### src/voc_pkg.sv
// voc_pkg: command codes and payload types for the voxel occupancy chunk
// no dependencies; imported by every module of the block
package voc_pkg;

  localparam int unsigned CoordW = 32;
  localparam int unsigned OccW   = 2;
  localparam int unsigned CmdW   = 3;
  localparam int unsigned CfgIdxW = 2;

  localparam logic [OccW-1:0] OccMax = 2'd3;
  localparam logic [OccW-1:0] OccInsertStep = 2'd2;

  localparam logic [CmdW-1:0] CMD_INSERT     = 3'd0;
  localparam logic [CmdW-1:0] CMD_DELETE     = 3'd1;
  localparam logic [CmdW-1:0] CMD_LOOKUP_OCC = 3'd2;
  localparam logic [CmdW-1:0] CMD_SET_INFL   = 3'd3;
  localparam logic [CmdW-1:0] CMD_CLR_INFL   = 3'd4;
  localparam logic [CmdW-1:0] CMD_LOOKUP_INF = 3'd5;

  localparam logic [CfgIdxW-1:0] REG_ORIGIN_X = 2'd0;
  localparam logic [CfgIdxW-1:0] REG_ORIGIN_Y = 2'd1;
  localparam logic [CfgIdxW-1:0] REG_ORIGIN_Z = 2'd2;

  typedef struct packed {
    logic [CmdW-1:0]          cmd;
    logic signed [CoordW-1:0] pos_x;
    logic signed [CoordW-1:0] pos_y;
    logic signed [CoordW-1:0] pos_z;
  } cmd_t;

  typedef struct packed {
    logic [OccW-1:0] occupancy;
    logic            inflated;
    logic            out_of_range;
    logic            changed;
  } res_t;

endpackage

### src/voc_locate.sv
// voc_locate: turns a world position into a voxel index relative to the chunk origin
// depends on voc_pkg
module voc_locate #(
  parameter int unsigned EDGE_LEN = 16
) (
  input  logic signed [voc_pkg::CoordW-1:0]     pos_x,
  input  logic signed [voc_pkg::CoordW-1:0]     pos_y,
  input  logic signed [voc_pkg::CoordW-1:0]     pos_z,
  input  logic signed [voc_pkg::CoordW-1:0]     origin_x,
  input  logic signed [voc_pkg::CoordW-1:0]     origin_y,
  input  logic signed [voc_pkg::CoordW-1:0]     origin_z,
  output logic [$clog2(EDGE_LEN**3)-1:0]        idx,
  output logic                                  out_of_range
);
  import voc_pkg::*;

  localparam int unsigned AxW  = $clog2(EDGE_LEN);
  localparam int unsigned IdxW = $clog2(EDGE_LEN**3);

  logic signed [CoordW:0] rel_x, rel_y, rel_z;
  logic in_x, in_y, in_z;

  // exact difference over one extra bit, no wrap
  always_comb begin
    rel_x = {pos_x[CoordW-1], pos_x} - {origin_x[CoordW-1], origin_x};
    rel_y = {pos_y[CoordW-1], pos_y} - {origin_y[CoordW-1], origin_y};
    rel_z = {pos_z[CoordW-1], pos_z} - {origin_z[CoordW-1], origin_z};
    in_x = !rel_x[CoordW] && (rel_x[CoordW-1:0] < CoordW'(EDGE_LEN));
    in_y = !rel_y[CoordW] && (rel_y[CoordW-1:0] < CoordW'(EDGE_LEN));
    in_z = !rel_z[CoordW] && (rel_z[CoordW-1:0] < CoordW'(EDGE_LEN));
    out_of_range = !(in_x && in_y && in_z);
    idx = IdxW'(rel_z[AxW-1:0]) * IdxW'(EDGE_LEN * EDGE_LEN)
        + IdxW'(rel_y[AxW-1:0]) * IdxW'(EDGE_LEN)
        + IdxW'(rel_x[AxW-1:0]);
  end

endmodule

### config.mk
export PLATFORM = sky130hd
export DESIGN_NAME = voc_locate
export DESIGN_NICKNAME = d
export VERILOG_FILES = /design/src/voc_pkg.sv /design/src/voc_locate.sv
export SDC_FILE = /design/constraint.sdc
export NUM_CORES = 1
export LEC_CHECK = 0
export ABC_CLOCK_PERIOD_IN_PS = 4800
export BUFFER_PORTS_ARGS = -buffer_cell sky130_fd_sc_hd__buf_4
export CORE_UTILIZATION = 49
export DETAILED_ROUTE_END_ITERATION = 8
export PLACE_DENSITY_LB_ADDON = 0.05
export SLEW_MARGIN = 20
export SYNTH_ARGS = -nofsm -noshare
export SYNTH_HDL_FRONTEND = slang
export SYNTH_SLANG_ARGS = --single-unit
### constraint.sdc
create_clock -name vclk -period 4.8
set_clock_uncertainty 0.2 [all_clocks]
set_input_delay 0.96 -clock vclk [all_inputs]
set_output_delay 0.96 -clock vclk [all_outputs]
set_load 0.01 [all_outputs]
; ---- Word-level counts from Yosys, hierarchy flattened
; Cells that the tools add are included.
[word_totals]
register_bits = 0
inputBits = 192
output_inout_bits = 13
word_cells = 17
[op_classes]
add_sub_neg = 5
n_lt_le_gt_ge = 3
n_reduce_logical = 9
[ops]
columns = op, count
row1 = 32-bit by 32-bit subtractor with 33-bit output, 3
row2 = "32-bit by 5-bit < comparator with 1-bit output, second input constant", 3
row3 = 12-bit by 4-bit adder with 12-bit output, 1
row4 = 12-bit by 8-bit adder with 12-bit output, 1
row5 = 1-bit logical AND, 5
row6 = 1-bit logical NOT, 4

; ---- Depth between registers and ports, before layout
[depth]
word_depth = 6
mapped_depth = 15
depth_no_buf = 15

; ---- Least setup slack after synthesis
; No wires, ideal clock.
[synth_timing]
path_type = input to output
from = in pos_z[0] in the netlist's numbering
to = out out_of_range
t_arrival_ns = 3.869
required_ns = 3.640
slack_ns = -0.229
path_stages = 15
path_buffers = 0
cell_sequence = inv_1 > ha_1 > inv_1 > fa_1 > a21o_1 > a221oi_1 > nor2_1 > a21o_1 > nor2_1 > o31ai_1 > mux2i_1 > a311o_1 > or4_1 > nor4_1 > nand4_1
[synth_via]
elab_chain_cells = 5
word_cells_on_any_way = 6
cone_classes = add/sub (1) / order compare (1) / reduce/logical (4)
[synth_lines]
columns = element, line
row1 = from (decl), voc_locate.sv:8  ; input logic signed [voc_pkg::CoordW-1:0] pos_z,
row2 = 32-bit by 32-bit subtractor with 33-bit output (*), voc_locate.sv:27  ; rel_z = {pos_z[CoordW-1], pos_z} - {origin_z[CoordW-1], origin_z};
row3 = 32-bit by 5-bit < comparator with 1-bit output or 1-bit logical NOT (tied branches), voc_locate.sv:30  ; in_z = !rel_z[CoordW] && (rel_z[CoordW-1:0] < CoordW'(EDGE_LEN));
row4 = 1-bit logical AND (*), voc_locate.sv:30
row5 = 1-bit logical AND (*), voc_locate.sv:31  ; out_of_range = !(in_x && in_y && in_z);
row6 = 1-bit logical NOT (*), voc_locate.sv:31
row7 = to (decl), voc_locate.sv:13  ; output logic out_of_range
; Mark *: on every way between the ends. The rest lies on a longest branch, timed or not.

; ---- Worst setup path after layout
; Same ends and word-level chain as after synthesis.

==> metrics list <==
- Count of vias placed by the detailed router: 10334
- STA classifies the critical path endpoint as an output port.
- Synthesis produced a netlist whose cell count is 991.
- Cell chain of the critical path: buf_4, inv_4, ha_4, clkinvlp_4, fa_2, a21o_1, a221oi_2, buf_4, nor2_1, a21o_1, nor2_4, o31ai_2, mux2i_1, a311o_1, or4_4, nor4_4, nand4_1, buf_4
* Average routed wire per standard cell: approximately 19 um
- Cell internal power was estimated by the tool at 0.000735 W.
- Setup violations remaining at the end of the flow were counted as 1.
- Across the whole layout, storage elements account for 0 sq um.
* Highest achievable clock rate: roughly 180 MHz
* Type of the most critical hold path: in -> out
- Switch share: approximately half
- Clock network fraction of total power: 0%
- The worst-case IR drop observed on VDD is 0.0886 mV.
* Required @ worst endpoint: 3.64 ns
* Seq/Total Area, Yosys: 0%
* Cell repeated most along the worst path: sky130_fd_sc_hd__buf_4
- Syn Std Cell Area: 0.00627 sq mm
- Number of standard-cell rows in the floorplan: 40
* Pwr dens: 147 mW/mm^2
- Period utilisation layout: 118%
- Overall die area: 0.0133 sq mm
- The first global-routing pass estimated 48.0 mm of wire.
* Leakage power of the design: 5.46 nW
- Minimum clock period: 5.64 ns
- Once layout is complete, the utilization of the core stands at ~85%.
- Final-stage net count: 1772
- STA classifies the critical path startpoint as an input pin.
* Number of hold-slack violations in the final timing report: 0
* Diodes inserted: 0
- For this design the total switching power over the nets is 0.000791 W.
- The core region is 0.0123 sq mm.
- For this configuration, the core starts out at a cell density of 51.1%.
- The checks that failed: negative setup slack.
* Fraction of post-synthesis cell area in the top cell type by area: 19.2%
- For this design the top-level I/O count stands at between 200 and 250.
* Starting DRT DRC Count: 1420
* Worst stage delay on the critical path: about 0.44 ns
* Run status: finished with violations
- Fraction of final layout cells with drive strength greater than 1: between 30% and 40%
* Max transition margin: approximately two fifths
* Comb power frac: 100.0%
- Syn Nets: 1282
- Hold timing on the final database bottoms out at a slack of between 2 and 2.5 ns.
- Sum of net half-perimeters after detailed placement: between 20 and 30 mm
- The max-slew violation total from the final report was 0.
* Remaining global-route overflow: 0
- Area grow syn2layout: 66.0%
* Transition time at the pin with the least slew margin: 0.897 ns
- The via count of the first global-routing pass came to 9968.
- Count of input and output buffers: 205
- Detailed-route wire length: 31.2 mm
* Yosys warns: 0
- Of the total power, registers draw 0%.
* DIE WIDTH: around 120 um
- Commonest cells after routing, fill and taps aside: 520 x sky130_fd_sc_hd__buf_4, 129 x sky130_fd_sc_hd__inv_1, 102 x sky130_fd_sc_hd__a21oi_1, 94 x sky130_fd_sc_hd__ha_1, 88 x sky130_fd_sc_hd__nand2_1
- Die height: roughly 120 um
- Pin count of the biggest net entering global routing: 12
* Setup slack after layout: -0.845 ns
* Unrepaired setup endpoints after global routing: true
- Buf/Inv on CP: 5
* Via count normalized by instance count: ~6.3
- Final design area excluding fillers: about 0.010 sq mm
- Most frequent standard cell in the layout excluding fill and tap cells: sky130_fd_sc_hd__buf_4
* Top post-synthesis cells by area: sky130_fd_sc_hd__ha_1 19%, sky130_fd_sc_hd__a21oi_1 8.4%, sky130_fd_sc_hd__inv_1 8.0%
- Total routing usage reported by global routing: a little under half
- Hold-fix buffer count after cts: 0
* Final-layout setup total negative slack: -0.845 ns
- Each instance of the synthesized netlist takes up on average 6.33 sq um.
- After detailed placement, the total cell area comes to 0.0102 sq mm.
* Top cell type by total area after synthesis: sky130_fd_sc_hd__ha_1
- The worst setup path is of the in -> out kind.
- Counting the clock-network buffers in the layout gives 0.
- The first TritonRoute pass finished after 7 iterations.
- Max-capacitance violation count: 0
- Peak fanout along the critical path: 4
- RD Place Congestion: 1.06
* FF+latch count: 0
* Cell at the slowest stage of the critical path: sky130_fd_sc_hd__or4_4
- Antenna violation net count after detailed routing: 0
- In the routed design, unresolved DRC markers number 0.
- Synth cell types: 74
* Family with the most delay on the worst path: compound AO/OA/AOI/OAI gates
* Arrival time at the worst endpoint: ~4.5 ns
- Antenna violations before repair: 0
==> kinds of logic (layout without fill, tap and decap cells) <==
logic type	after synthesis	in the layout	share of synthesized area, %
compound gates	336	336	35.2
xor+xnor	40	40	5.59
fa+ha+maj	99	99	20.1
buf+inv	167	655	10.4
mux	12	12	2.00
simple gates	337	337	26.7
==> Yosys cell counts, types with 8 or more instances <==
cell	n
sky130_fd_sc_hd__a2111oi_0	8
sky130_fd_sc_hd__a211oi_1	8
sky130_fd_sc_hd__a21o_1	24
sky130_fd_sc_hd__a21oi_1	105
sky130_fd_sc_hd__a31oi_1	13
sky130_fd_sc_hd__and3_1	11
sky130_fd_sc_hd__clkbuf_1	20
sky130_fd_sc_hd__ha_1	96
sky130_fd_sc_hd__inv_1	134
sky130_fd_sc_hd__mux2i_1	8
sky130_fd_sc_hd__nand2_1	89
sky130_fd_sc_hd__nand2b_1	17
sky130_fd_sc_hd__nand3_1	26
sky130_fd_sc_hd__nand4_1	31
sky130_fd_sc_hd__nor2_1	71
sky130_fd_sc_hd__nor2b_1	10
sky130_fd_sc_hd__nor3_1	32
sky130_fd_sc_hd__nor4_1	13
sky130_fd_sc_hd__o211ai_1	10
sky130_fd_sc_hd__o21a_1	20
sky130_fd_sc_hd__o21ai_0	62
sky130_fd_sc_hd__o21bai_1	9
sky130_fd_sc_hd__o22ai_1	9
sky130_fd_sc_hd__o31ai_1	8
sky130_fd_sc_hd__or3_1	10
sky130_fd_sc_hd__xnor2_1	20
sky130_fd_sc_hd__xor2_1	20
==> metal layers <==
| layer | vias up | GRT usage [%] | share of wire [%] |
|---|---|---|---|
| met1 | 4608 | 51.8 | 37 |
| met4 | 0 | 25.8 | 7.0 |
| met5 | - | 0 | 0 |
| met2 | 868 | 79.8 | 46 |
| met3 | 235 | 9.01 | 10 |
| li1 | 4623 | - | - |
==> metrics by stage <==
| step | cells | setup WS [ns] | total power [W] |
|---|---|---|---|
| global placement | 1640 | -0.751 | 0.00137 |
| CTS | 1644 | -0.613 | 0.00144 |
| finish | 1647 | -0.845 | 0.00153 |
| floorplan | 991 | -0.121 | 0.000692 |
| detailed placement | 1640 | -0.915 | 0.00141 |
| global route | 1647 | -1.10 | 0.00162 |
==> timing repair <==
action,in CTS,in global routing
setup buffers,4,3
pin swaps,20,13
gates resized for setup,20,15
setup endpoints to repair,1,1
==> worst paths after layout <==
kind / from / slack, ns / depth (start not counted) / endpoint
setup / recovery: pos_z[0] / -0.84 / 18 / out_of_range
hold / removal: origin_y[0] / 2.08 / 4 / idx[4]
==> worst min-delay path: cells and delay by family <==
| kind | cells | cell delay, ns |
|---|---|---|
| adders and majority gates | 1 | 0.11 |
| buffers and inverters | 3 | 0.25 |
==> power by group through the flow <==
stage          Clock [W]  Sequential [W]  Combinational (W)
4_1_cts                0               0            0.00144
6_report               0               0            0.00153
3_5_place_dp           0               0            0.00141
2_1_floorplan          0               0           0.000692
5_1_grt                0               0            0.00162
3_3_place_gp           0               0            0.00137
==> layout make-up <==
| class | instances | area, sq um |
|---|---|---|
| multi-input cells | 824 | 5770 |
| repair buffers | 520 | 3900 |
| fillers | 715 | 1860 |
| inverters | 135 | 526 |
| well taps | 168 | 210 |
(Power assumes the default switching activity.)
